**config.mk**
```make
export PLATFORM = sky130hd
export DESIGN_NAME = pgbh_bin
export DESIGN_NICKNAME = d
export VERILOG_FILES = /design/src/pgbh_pkg.sv /design/src/pgbh_bin.sv
export SDC_FILE = /design/constraint.sdc
export NUM_CORES = 2
export LEC_CHECK = 0
export ABC_AREA = 0
export BUFFER_PORTS_ARGS = -buffer_cell sky130_fd_sc_hd__buf_2
export CORE_MARGIN = 8
export CORE_UTILIZATION = 45
export DETAILED_ROUTE_END_ITERATION = 8
export MAX_ROUTING_LAYER = met4
export PLACE_DENSITY = 0.59
export SYNTH_ARGS = -nofsm -noshare
export SYNTH_HDL_FRONTEND = slang
export SYNTH_SLANG_ARGS = --single-unit
```
**constraint.sdc**
```tcl
create_clock -name i_clk -period 10.35 [get_ports i_clk]
set_input_delay 0.5175 -clock i_clk [delete_from_list [all_inputs] [get_ports i_clk]]
set_output_delay 0.5175 -clock i_clk [all_outputs]
set_load 0.02 [all_outputs]
```
**src/pgbh_pkg.sv**
```systemverilog
// Shared types and constants for the point grid binning histogram.
// No dependencies; the design files that use it refer to it by scoped names, the testbench imports it.
`timescale 1ns / 1ps
package pgbh_pkg;

    // Field widths of the item channels
    localparam int CMD_W   = 2;
    localparam int COORD_W = 32;
    localparam int IDX8_W  = 8;
    localparam int CNT16_W = 16;
    localparam int PIX_W   = 8;
    localparam int OCC_W   = 17;

    // Configuration port
    localparam int CFG_IDX_W  = 3;
    localparam int CFG_DATA_W = 32;
    localparam int GRID_W     = 9;

    localparam logic [CFG_IDX_W-1:0] CFG_ORIGIN_X   = 3'd0;
    localparam logic [CFG_IDX_W-1:0] CFG_ORIGIN_Y   = 3'd1;
    localparam logic [CFG_IDX_W-1:0] CFG_INV_CELL_X = 3'd2;
    localparam logic [CFG_IDX_W-1:0] CFG_INV_CELL_Y = 3'd3;
    localparam logic [CFG_IDX_W-1:0] CFG_GRID_COLS  = 3'd4;
    localparam logic [CFG_IDX_W-1:0] CFG_GRID_ROWS  = 3'd5;
    localparam logic [CFG_IDX_W-1:0] CFG_BINARY     = 3'd6;

    // Command codes
    localparam logic [CMD_W-1:0] CMD_CLEAR = 2'd0;
    localparam logic [CMD_W-1:0] CMD_ADD   = 2'd1;
    localparam logic [CMD_W-1:0] CMD_READ  = 2'd2;

    // Gray value evaluation
    localparam logic [31:0]      Q28_ONE      = 32'h1000_0000;
    localparam logic [4:0]       TAYLOR_TERMS = 5'd24;
    localparam logic [PIX_W-1:0] PIX_FULL     = 8'hFF;

    // Status from the binning unit
    typedef struct packed {
        logic done;
        logic ok;
    } t_bin_res;

endpackage

```
**src/pgbh_bin.sv**
```systemverilog
// Point binning: subtract origin, scale by reciprocal cell size, floor, bound.
// Depends on pgbh_pkg; shares one 32x32 multiplier between both axes.
`timescale 1ns / 1ps
module pgbh_bin #(
    parameter int MAX_COLS = 256,
    parameter int MAX_ROWS = 256,
    parameter int CW       = 8,
    parameter int RW       = 8,
    parameter int LCW      = 9,
    parameter int LRW      = 9
) (
    input  logic                                 i_clk,
    input  logic                                 i_rst_n,
    input  logic                                 i_start,
    input  logic signed [pgbh_pkg::COORD_W-1:0]  i_point_x,
    input  logic signed [pgbh_pkg::COORD_W-1:0]  i_point_y,
    input  logic signed [pgbh_pkg::COORD_W-1:0]  i_origin_x,
    input  logic signed [pgbh_pkg::COORD_W-1:0]  i_origin_y,
    input  logic [pgbh_pkg::COORD_W-1:0]         i_inv_x,
    input  logic [pgbh_pkg::COORD_W-1:0]         i_inv_y,
    input  logic [LCW-1:0]                       i_cols,
    input  logic [LRW-1:0]                       i_rows,
    output pgbh_pkg::t_bin_res                   o_res,
    output logic [CW-1:0]                        o_col,
    output logic [RW-1:0]                        o_row
);
    localparam logic [1:0] B_IDLE = 2'd0;
    localparam logic [1:0] B_MX   = 2'd1;
    localparam logic [1:0] B_MY   = 2'd2;
    localparam logic [1:0] B_CHK  = 2'd3;

    logic [1:0]  r_state;
    logic [32:0] r_dx;
    logic [32:0] r_dy;
    logic [63:0] r_prod;
    logic [31:0] r_qx;
    logic [31:0] w_qy;
    logic        w_okx;
    logic        w_oky;

    // Sequence subtract, x product, y product, bound check
    always_ff @(posedge i_clk) begin
        if (!i_rst_n) begin
            r_state <= B_IDLE;
        end else begin
            case (r_state)
                B_IDLE:  r_state <= i_start ? B_MX : B_IDLE;
                B_MX:    r_state <= B_MY;
                B_MY:    r_state <= B_CHK;
                B_CHK:   r_state <= B_IDLE;
                default: r_state <= B_IDLE;
            endcase
        end
    end

    // Datapath: the multiplier takes one axis per cycle
    always_ff @(posedge i_clk) begin
        case (r_state)
            B_IDLE: begin
                r_dx <= {i_point_x[31], i_point_x} - {i_origin_x[31], i_origin_x};
                r_dy <= {i_point_y[31], i_point_y} - {i_origin_y[31], i_origin_y};
            end
            B_MX: begin
                r_prod <= r_dx[31:0] * i_inv_x;
            end
            B_MY: begin
                r_qx   <= r_prod[63:32];
                r_prod <= r_dy[31:0] * i_inv_y;
            end
            default: begin
            end
        endcase
    end

    // A negative offset lands in cell zero only when the scale is zero
    always_comb begin
        w_qy  = r_prod[63:32];
        w_okx = r_dx[32] ? (i_inv_x == '0) : (r_qx < 32'(i_cols));
        w_oky = r_dy[32] ? (i_inv_y == '0) : (w_qy < 32'(i_rows));
        o_res.done = (r_state == B_CHK);
        o_res.ok   = w_okx & w_oky;
        o_col = r_dx[32] ? '0 : r_qx[CW-1:0];
        o_row = r_dy[32] ? '0 : w_qy[RW-1:0];
    end
endmodule

```
==> results by group <==
Setup path
  • CP endpoint kind: flip-flop
  • CP Launch Type: flip-flop
  • Crit-path max cell delay: 1.08 ns
  • Slowest-stage cell, CP: edfxtp_1
  • WP data arrival: 9.54 ns
  • Cell Chain, Critical Path: buf_4 -> and2_1 -> fa_1 -> fa_1 -> fa_1 -> inv_1 -> fa_1 -> inv_1 -> fa_1 -> fa_1 -> fa_1 -> fa_1 -> ha_1 -> a21oi_1 -> o21ai_1 -> and2_1 -> a311oi_2 -> o31ai_4 -> a211o_1 -> a21oi_2 -> o21ai_1 -> a221oi_1 -> xor2_1 -> mux2i_1
  • CP Class: flip-flop to flip-flop
  • Worst EP required: 10.59 ns
  • Most used cell, CP: fa_1
  • Delay-heaviest family, CP: adder cells
  • Crit path buf inv count: 3
  • Critical path fanouts, max: 18

Timing
  • Fin crit share: 0.899
  • Setup TNS: 0 ns
  • Skew final: 0.0207 ns
  • Fin. Hold Viols: 0
  • Fmax: 107 MHz
  • Slew margin rel.: 0.114
  • Final setup fails: 0
  • Slew Limit Fails: 0
  • Unrepaired setup endpoints after global routing: no
  • Slew at the pin closest to its max-slew limit: 1.33 ns
  • Min Tclk post-route: 9.30 ns

Synth
  • Ys flop type: edfxtp_1
  • Synthesized flop and latch total: 132
  • Part of the Yosys area used for sequential elements: 0.0540
  • Synth warn: 0
  • Async SR Flop Fraction: 0
  • Synthesized area per cell: 9.29 um2
  • Post-synth EDFFs: 130
  • Mapped Cells: 7,863
  • Yosys cell types: 82
  • Area of the mapped netlist: 0.0731 mm2
  • Syn nets: 10.5k

Routing
  • Initial DRC count: 3,349
  • WL per Instance: 21.3 um
  • Drt via density: 5.27
  • Drt first pass iters: 6
  • Via count: 52.8k
  • DRT antenna net count: 0
  • Residual DRC: 0
  • Total Wirelength: 214 mm

Clock network
  • Postcts setup bufs: 0
  • Clock Sinks: 132
  • Clk pin slew, worst setup/hold paths: 0.08 ns
  • Clk buf depth: 2
  • CTS Hold Bufs: 0
  • Root buffer cell: clkbuf_16
  • CTS tree: built
  • CTS resizes: 0
  • Clk_lat worst skew: 0.53 ns
  • Cts bufs inserted: 17
  • H-tree depth: 4

Floorplanning
  • Starting density of the core: 0.451
  • Site Rows: 148
  • DIE HEIGHT: 419 um
  • I/O pin count: 231
  • Core box area: 0.162 mm2
  • Die Width: 419 um
  • Full die area: 0.176 mm2

Layout
  • Most frequent cells in the layout: inv_1 (1,821), fa_1 (1,792), and2_1 (1,182)
  • Share of cells above drive strength 1: 0.0519
  • Commonest non-fill, non-tap cell in the layout: inv_1
  • Area growth, synth to finish: 5.24%
  • Final std cells w/o fill: 10.0k
  • Fin nets: 10.4k
  • Post-Layout Inst Area: 0.0769 mm2

GRT
  • Tot GR Track Use: 0.257
  • First-pass GRT wire length: 338 mm
  • Vias in the first global route: 58.6k
  • Largest net degree at the start of global routing: 62
  • Initial antenna violation count: 9
  • Total grt overflow: 0

Placed design
  • Inst Count DP: 9,973
  • Placed instance area: 0.0763 mm2
  • GPL Wtd Cong: 0.947
  • Count of input and output buffers: 230
  • Post-DP HPWL: 171 mm

Flow run
  • Number of max-cap violations: 0

Outcome
  • Outcome: finished clean

Hold path
  • Hold Path Class: input port to flip-flop
registers in the layout, summed over array words and instances (netlist names):
signal,flops
r_prod,32
r_qx,32
r_dy,33
r_dx,33
r_state,2
metal layers:
layer,track usage,up-vias,share of wire
met5,-,-,0
met4,0.0930,0,0.043
met3,0.0382,451,0.060
met2,0.428,1773,0.49
met1,0.321,27596,0.40
li1,-,22993,-
synthesized netlist by cell type (20+ instances only):
library cell | instances | share of area
nor4_1 | 27 | 0.0023
fa_1 | 1792 | 0.49
clkbuf_1 | 403 | 0.021
nor3_1 | 20 | 0.0014
xnor2_1 | 86 | 0.010
nand3_1 | 39 | 0.0027
a21o_1 | 111 | 0.011
and2_1 | 1182 | 0.10
inv_1 | 1821 | 0.094
nand2_1 | 974 | 0.050
xor2_1 | 34 | 0.0041
nor2_1 | 95 | 0.0049
a21oi_1 | 147 | 0.010
nor2b_1 | 30 | 0.0026
nand4_1 | 28 | 0.0024
o21a_1 | 24 | 0.0025
edfxtp_1 | 130 | 0.053
ha_1 | 604 | 0.10
and3_1 | 23 | 0.0020
o21ai_0 | 68 | 0.0047
per-stage QoR:
step / hold WS [ns] / setup slack, ns / util
2_1_floorplan: 0.417 / 2.83 / -
3_3_place_gp: 0.430 / 1.09 / 0.471
3_5_place_dp: 0.431 / 1.12 / 0.471
4_1_cts: 0.148 / 1.08 / 0.474
5_1_grt: 0.179 / 0.794 / 0.475
6_report: 0.195 / 1.05 / 0.475
logic make-up after synthesis:
logic type,after synthesis,share of synthesized area
AOI/OAI and AO/OA,501,0.0457
xor gates and xnor gates,120,0.0144
muxes,14,0.00202
adders and majority gates,2396,0.594
DFF,132,0.0540
buffers and inverters,2226,0.114
and+or+nand+nor,2474,0.175
final cells by class:
class | count | area, um2
Fill cell | 15598 | 85100
Clock inverter | 15 | 184
Timing Repair Buffer | 340 | 1980
Clock buffer | 17 | 425
Inverter | 1821 | 6840
Multi-Input combinational cell | 5505 | 60800
Tap cell | 2175 | 2720
Antenna cell | 7 | 17.5
Sequential cell | 132 | 3940
worst paths after layout:
| kind | end | slack (ns) | from | depth (start not counted) |
|---|---|---|---|---|
| setup / recovery | r_prod[60] | 1.05 | r_dy[16] | 24 |
| hold / removal | r_state[1] | 0.19 | i_rst_n | 2 |
| setup reg to reg | r_prod[60] | 1.05 | r_dy[16] | 24 |
| hold reg to reg | r_qx[26] | 0.45 | r_prod[58] | 0 |
Power is left out: the tool's default activity adds up to more than one toggle a clock period on the data nets, which glitch-free logic cannot reach.
