**src/pgbh_pkg.sv**
```systemverilog
// Shared types and constants for the point grid binning histogram.
// No dependencies; the design files that use it refer to it by scoped names, the testbench imports it.
`timescale 1ns / 1ps
package pgbh_pkg;

    // Field widths of the item channels
    localparam int CMD_W   = 2;
    localparam int COORD_W = 32;
    localparam int IDX8_W  = 8;
    localparam int CNT16_W = 16;
    localparam int PIX_W   = 8;
    localparam int OCC_W   = 17;

    // Configuration port
    localparam int CFG_IDX_W  = 3;
    localparam int CFG_DATA_W = 32;
    localparam int GRID_W     = 9;

    localparam logic [CFG_IDX_W-1:0] CFG_ORIGIN_X   = 3'd0;
    localparam logic [CFG_IDX_W-1:0] CFG_ORIGIN_Y   = 3'd1;
    localparam logic [CFG_IDX_W-1:0] CFG_INV_CELL_X = 3'd2;
    localparam logic [CFG_IDX_W-1:0] CFG_INV_CELL_Y = 3'd3;
    localparam logic [CFG_IDX_W-1:0] CFG_GRID_COLS  = 3'd4;
    localparam logic [CFG_IDX_W-1:0] CFG_GRID_ROWS  = 3'd5;
    localparam logic [CFG_IDX_W-1:0] CFG_BINARY     = 3'd6;

    // Command codes
    localparam logic [CMD_W-1:0] CMD_CLEAR = 2'd0;
    localparam logic [CMD_W-1:0] CMD_ADD   = 2'd1;
    localparam logic [CMD_W-1:0] CMD_READ  = 2'd2;

    // Gray value evaluation
    localparam logic [31:0]      Q28_ONE      = 32'h1000_0000;
    localparam logic [4:0]       TAYLOR_TERMS = 5'd24;
    localparam logic [PIX_W-1:0] PIX_FULL     = 8'hFF;

    // Status from the binning unit
    typedef struct packed {
        logic done;
        logic ok;
    } t_bin_res;

endpackage

```
**src/pgbh_div.sv**
```systemverilog
// Restoring divider, one quotient bit per cycle, unsigned.
// Depends on nothing but its parameters.
`timescale 1ns / 1ps
module pgbh_div #(
    parameter int NW = 40,
    parameter int DV = 32
) (
    input  logic          i_clk,
    input  logic          i_rst_n,
    input  logic          i_start,
    input  logic [NW-1:0] i_num,
    input  logic [DV-1:0] i_den,
    output logic          o_done,
    output logic [NW-1:0] o_quo
);
    localparam int CNW = $clog2(NW + 1);

    logic [CNW-1:0] r_cnt;
    logic           r_done;
    logic [NW-1:0]  r_quo;
    logic [DV-1:0]  r_rem;
    logic [DV-1:0]  r_den;

    logic [DV:0]    w_sh;
    logic [DV+1:0]  w_diff;
    logic           w_bit;

    // Shift in the next dividend bit and trial-subtract
    always_comb begin
        w_sh   = {r_rem, r_quo[NW-1]};
        w_diff = {1'b0, w_sh} - {2'b00, r_den};
        w_bit  = !w_diff[DV+1];
    end

    // Count down the quotient bits
    always_ff @(posedge i_clk) begin
        if (!i_rst_n) begin
            r_cnt  <= '0;
            r_done <= 1'b0;
        end else begin
            r_done <= 1'b0;
            if (r_cnt == '0) begin
                if (i_start) begin
                    r_cnt <= CNW'(NW);
                end
            end else begin
                r_cnt <= r_cnt - 1'b1;
                if (r_cnt == CNW'(1)) begin
                    r_done <= 1'b1;
                end
            end
        end
    end

    // Hold the operands and partial results
    always_ff @(posedge i_clk) begin
        if (r_cnt == '0) begin
            if (i_start) begin
                r_quo <= i_num;
                r_rem <= '0;
                r_den <= i_den;
            end
        end else begin
            r_quo <= {r_quo[NW-2:0], w_bit};
            r_rem <= w_bit ? w_diff[DV-1:0] : w_sh[DV-1:0];
        end
    end

    assign o_done = r_done;
    assign o_quo  = r_quo;
endmodule

```
**src/pgbh_gray.sv**
```systemverilog
// Gray value floor(255*tanh(count/peak)) by ratio divide, Taylor series and
// final divide. Depends on pgbh_pkg and pgbh_div (one shared divider).
`timescale 1ns / 1ps
module pgbh_gray #(
    parameter int COUNT_BITS = 16,
    parameter int RATIO_BITS = 10
) (
    input  logic                          i_clk,
    input  logic                          i_rst_n,
    input  logic                          i_start,
    input  logic [COUNT_BITS-1:0]         i_count,
    input  logic [COUNT_BITS-1:0]         i_peak,
    output logic                          o_done,
    output logic [pgbh_pkg::PIX_W-1:0]    o_pixel
);
    localparam int NW = (COUNT_BITS + RATIO_BITS > 40) ? COUNT_BITS + RATIO_BITS : 40;
    localparam int DV = (COUNT_BITS > 32) ? COUNT_BITS : 32;

    localparam logic [2:0] G_IDLE  = 3'd0;
    localparam logic [2:0] G_RAT   = 3'd1;
    localparam logic [2:0] G_MUL   = 3'd2;
    localparam logic [2:0] G_KDIV  = 3'd3;
    localparam logic [2:0] G_KWAIT = 3'd4;
    localparam logic [2:0] G_FDIV  = 3'd5;
    localparam logic [2:0] G_FWAIT = 3'd6;
    localparam logic [2:0] G_FIN   = 3'd7;

    logic [2:0]  r_state;
    logic [29:0] r_y;
    logic [31:0] r_t;
    logic [31:0] r_e;
    logic [61:0] r_p;
    logic [4:0]  r_k;
    logic [pgbh_pkg::PIX_W-1:0] r_pix;

    logic          w_zero;
    logic          w_dstart;
    logic [NW-1:0] w_dnum;
    logic [DV-1:0] w_dden;
    logic          w_ddone;
    logic [NW-1:0] w_dquo;
    logic [31:0]   w_ediff;
    logic [39:0]   w_fnum;

    pgbh_div #(.NW(NW), .DV(DV)) u_div (
        .i_clk   (i_clk),
        .i_rst_n (i_rst_n),
        .i_start (w_dstart),
        .i_num   (w_dnum),
        .i_den   (w_dden),
        .o_done  (w_ddone),
        .o_quo   (w_dquo)
    );

    // Pick the divider operands for the current step
    always_comb begin
        w_zero   = (i_count == '0) || (i_peak == '0);
        w_ediff  = r_e - pgbh_pkg::Q28_ONE;
        w_fnum   = {8'd0, w_ediff} * 40'(pgbh_pkg::PIX_FULL);
        w_dstart = 1'b0;
        w_dnum   = NW'({i_count, {RATIO_BITS{1'b0}}});
        w_dden   = DV'(i_peak);
        case (r_state)
            G_IDLE: begin
                w_dstart = i_start && !w_zero;
            end
            G_KDIV: begin
                w_dstart = 1'b1;
                w_dnum   = NW'(r_p[59:28]);
                w_dden   = DV'(r_k);
            end
            G_FDIV: begin
                w_dstart = 1'b1;
                w_dnum   = NW'(w_fnum);
                w_dden   = DV'(r_e + pgbh_pkg::Q28_ONE);
            end
            default: begin
            end
        endcase
    end

    // Advance the sequence
    always_ff @(posedge i_clk) begin
        if (!i_rst_n) begin
            r_state <= G_IDLE;
        end else begin
            case (r_state)
                G_IDLE: begin
                    if (i_start) begin
                        r_state <= w_zero ? G_FIN : G_RAT;
                    end
                end
                G_RAT:   r_state <= w_ddone ? G_MUL : G_RAT;
                G_MUL:   r_state <= G_KDIV;
                G_KDIV:  r_state <= G_KWAIT;
                G_KWAIT: begin
                    if (w_ddone) begin
                        r_state <= (r_k == pgbh_pkg::TAYLOR_TERMS) ? G_FDIV : G_MUL;
                    end
                end
                G_FDIV:  r_state <= G_FWAIT;
                G_FWAIT: r_state <= w_ddone ? G_FIN : G_FWAIT;
                G_FIN:   r_state <= G_IDLE;
                default: r_state <= G_IDLE;
            endcase
        end
    end

    // Series terms and running sum
    always_ff @(posedge i_clk) begin
        case (r_state)
            G_IDLE: begin
                r_pix <= '0;
            end
            G_RAT: begin
                r_y <= {w_dquo[RATIO_BITS:0], {(29 - RATIO_BITS){1'b0}}};
                r_t <= pgbh_pkg::Q28_ONE;
                r_e <= pgbh_pkg::Q28_ONE;
                r_k <= 5'd1;
            end
            G_MUL: begin
                r_p <= r_t * r_y;
            end
            G_KWAIT: begin
                if (w_ddone) begin
                    r_t <= w_dquo[31:0];
                    r_e <= r_e + w_dquo[31:0];
                    r_k <= r_k + 5'd1;
                end
            end
            G_FWAIT: begin
                if (w_ddone) begin
                    r_pix <= w_dquo[pgbh_pkg::PIX_W-1:0];
                end
            end
            default: begin
            end
        endcase
    end

    assign o_done  = (r_state == G_FIN);
    assign o_pixel = r_pix;
endmodule

```
**config.mk**
```make
export PLATFORM = sky130hd
export DESIGN_NAME = pgbh_gray
export DESIGN_NICKNAME = d
export VERILOG_FILES = /design/src/pgbh_pkg.sv /design/src/pgbh_div.sv /design/src/pgbh_gray.sv
export SDC_FILE = /design/constraint.sdc
export NUM_CORES = 2
export LEC_CHECK = 0
export ABC_AREA = 0
export BUFFER_PORTS_ARGS = -buffer_cell sky130_fd_sc_hd__buf_2
export CAP_MARGIN = 20
export CELL_PAD_IN_SITES_DETAIL_PLACEMENT = 0
export CELL_PAD_IN_SITES_GLOBAL_PLACEMENT = 1
export CORE_UTILIZATION = 45
export DETAILED_ROUTE_END_ITERATION = 16
export PLACE_DENSITY = 0.82
export RECOVER_POWER = 100
export SYNTH_ARGS = -nofsm -noshare
export SYNTH_HDL_FRONTEND = slang
export SYNTH_SLANG_ARGS = --single-unit
```
**constraint.sdc**
```tcl
create_clock -name i_clk -period 13.55 [get_ports i_clk]
set_input_delay 0.6775 -clock i_clk [delete_from_list [all_inputs] [get_ports i_clk]]
set_output_delay 0.6775 -clock i_clk [all_outputs]
set_load 0.1 [all_outputs]
```
==> qor.txt <==
adder-cell share of the synthesized area - 37.92%
Critical Path, Cell by Cell - inv_1 -> fa_1 -> fa_1 -> inv_1 -> fa_1 -> inv_1 -> fa_1 -> inv_1 -> ha_1 -> a21o_1 -> a31oi_1 -> a21oi_1 -> o221a_2 -> o21a_1 -> o41a_1 -> a211o_1 -> o21ai_0 -> a211oi_1 -> a221o_1
Hold Crit Start - i_peak[3]
die area - 64,260 sq um
Synthesized Nets - 3,580
register area share after synthesis - 24.34%
Die Width - 253.5 um
ant diodes - 0
failing checks - capacitance limit, slew limit
Largest stage delay, worst path - 0.57 ns
Max Cap Violations - 9
synthesized area - 28,460 sq um
Final Critical Period - 6.730 ns
vias per cell - 5.501
clk root buf - clkbuf_16
latest clock arrival within the worst-skew pair - 0.57 ns
GRT Resource Usage Total - 23.76%
hpwl dp - 57,430 um
FP Rows - 91
port bufs - 43
Worst R2R Start - r_e[5]
via count - 20,770
Arr. time, crit path - 7.04 ns
Least-Margin Pin Slew - 4.254 ns
commonest non-fill, non-tap cell in the layout - inv_1
max-slew violation count - 362
fin crit share - 49.67%
average cell area after synthesis - 9.708 sq um
Synth Area in Compound Gates - 10.83%
dominant cell type by area after synthesis - fa_1
Register Area - 6927 sq um
initial drt markers - 1,364
area of the multi-input gates - 19,230 sq um
CORE AREA - 62,050 sq um
post-synthesis cell count - 2,932
top cells by area, synth - fa_1 (29%), edfxtp_1 (24%), ha_1 (8.7%)
synthesized flop and latch total - 234
fmax - 148.6 MHz
I/O pins - 44
WL final - 73,690 um
GPL Wtd Cong - 0.8886
DRC violations left - 0
setup TNS - 0 ns
EDFF count, synth - 224
Worst setup SP type - register
FILL cells - 5,691
Worst slew margin - -183.6%
H-tree depth - 1
run status - complete, but fails checks
post-synthesis xor/xnor area fraction - 3.723%
Synth Warn # - 0
Nets - 3,563
Avg WL per Cell - 19.52 um
Clock Pin Slew Worst Setup and Hold Paths - 0.06 ns
CP Data Required Time - 13.86 ns
RSZ-0062 raised after global routing - false
TritonRoute pass-1 iters - 5
Slowest cell on crit path - fa_1
CTS tree - built
# clock sinks - 234
die span in y - 253.5 um
share of the synthesized area in the top cell type - 29.26%
unique cell type count in the Yosys netlist - 72
post-CTS sizing - 0
vias in the first global route - 21,900
remaining global-route overflow - 0
Post-CTS Setup Inserts - 0
final setup fails - 0
Final Hold Vio Count - 0
FFs w/ async S/R, synth - 0%
simple-gate share of the synthesized area - 15.01%
ys flop type - edfxtp_1
Top Family by Delay on Critical Path - compound AO/OA/AOI/OAI gates
critical path capture point type - register
post-route ant nets - 0
largest net degree at the start of global routing - 75
first-pass GRT wire length - 119,200 um
Setup CP Type - register to register
leading cell types in the layout, fill and taps excluded - inv_1 (496), fa_1 (416), nand2_1 (347), edfxtp_1 (224), ha_1 (197)
post-synthesis mux area share - 0.07912%
CTS Buf Count - 29
initial antenna violation count - 1
Hold-fix buffers, CTS - 0
Max FO, Critical Path - 5
main combinational cell family by area after synthesis - adder cells
Post-Route Skew - 0.01467 ns
CP Launch Point - r_e[5]
CP Buf/Inv Count - 4
share of layout cells above drive strength 1 - 3.710%
Max clock buf depth - 3
hold crit path type - input pin to register
Initial Util - 45.87%
Area Overhead vs Synth - 7.557%
==> layout make-up <==
class                   instances  area share [%]
inverters                     496           6.081
repair buffers                 70           1.847
clock inverters                23          0.8174
flip-flops and latches        234           22.63
clock buffers                  31           2.395
multi-input cells            2084           62.81
well taps                     837           3.421
==> cell families after synthesis <==
kind of cell    after synthesis
flops                       234
mux                           2
buf+inv                     614
simple gates                886
fa+ha+maj                   613
xor+xnor                    121
compound gates              462
==> final timing paths <==
| path | end | slack, ns | depth (start not counted) |
|---|---|---|---|
| max | u_div.o_quo[38] | 6.82 | 19 |
| min | u_div.r_den[3] | 0.42 | 3 |
| max reg2reg | u_div.o_quo[38] | 6.82 | 19 |
| min reg2reg | u_div.r_cnt[4] | 0.49 | 2 |
==> Yosys cell counts (all sizes together), types with 4 or more instances <==
| cell type | n |
|---|---|
| o22ai | 7 |
| and3b | 4 |
| clkbuf | 114 |
| a22oi | 14 |
| nor3b | 9 |
| a22o | 14 |
| edfxtp | 224 |
| o21a | 27 |
| xnor2 | 86 |
| a221oi | 25 |
| buf | 4 |
| nor2b | 27 |
| a211o | 9 |
| dfxtp | 10 |
| nand2b | 14 |
| a221o | 5 |
| nor3 | 29 |
| nor4 | 11 |
| inv | 496 |
| a21o | 58 |
| nand2 | 347 |
| and3 | 21 |
| or3 | 14 |
| a31oi | 21 |
| o211ai | 9 |
| a211oi | 18 |
| and2 | 192 |
| nand3b | 5 |
| o21bai | 10 |
| nand3 | 31 |
| xor2 | 35 |
| o31a | 6 |
| nand4 | 10 |
| o41ai | 5 |
| a21boi | 5 |
| o21ai | 73 |
| nor2 | 154 |
| ha | 197 |
| a21oi | 125 |
| fa | 416 |
| or2 | 7 |
==> flip-flops by register name (all words and copies together), names as in the netlist <==
| register | flops |
|---|---|
| o_pixel | 8 |
| r_e | 32 |
| r_k | 5 |
| r_p | 32 |
| r_state | 3 |
| r_t | 32 |
| r_y | 11 |
| u_div.o_done | 1 |
| u_div.o_quo | 40 |
| u_div.r_cnt | 6 |
| u_div.r_den | 32 |
| u_div.r_rem | 32 |
==> worst register-to-register path, cell delays in order, from the launching register on <==
cell and delay (ns):
edfxtp_1 0.50, inv_1 0.30, fa_1 0.55, fa_1 0.57, inv_1 0.06, fa_1 0.54
inv_1 0.06, fa_1 0.54, inv_1 0.04, ha_1 0.37, a21o_1 0.20, a31oi_1 0.18
a21oi_1 0.15, o221a_2 0.32, o21a_1 0.30, o41a_1 0.51, a211o_1 0.34, o21ai_0 0.50
a211oi_1 0.15, a221o_1 0.30
==> through the flow <==
step	cell area (sq um)	hold WS [ns]	cells	worst slack [ns]	util, %
floorplan	28460	0.4459	2932	7.823	-
finish	30610	0.4222	3775	6.820	49.34
detailed placement	29540	0.4819	3712	6.637	47.61
global placement	29410	0.4564	3707	6.663	47.39
CTS	30530	0.3897	3766	6.611	49.20
global route	30610	0.4195	3775	6.489	49.34
==> routing by layer <==
layer,vias to the layer above,global-route usage (%),routed length [um]
met1,10570,31.63,31600
met4,0,7.515,2259
li1,9506,-,-
met2,571,40.88,36160
met3,117,2.171,3667
met5,-,0,0
Power is left out: the tool's default activity adds up to more than one toggle a clock period on the data nets, which glitch-free logic cannot reach.
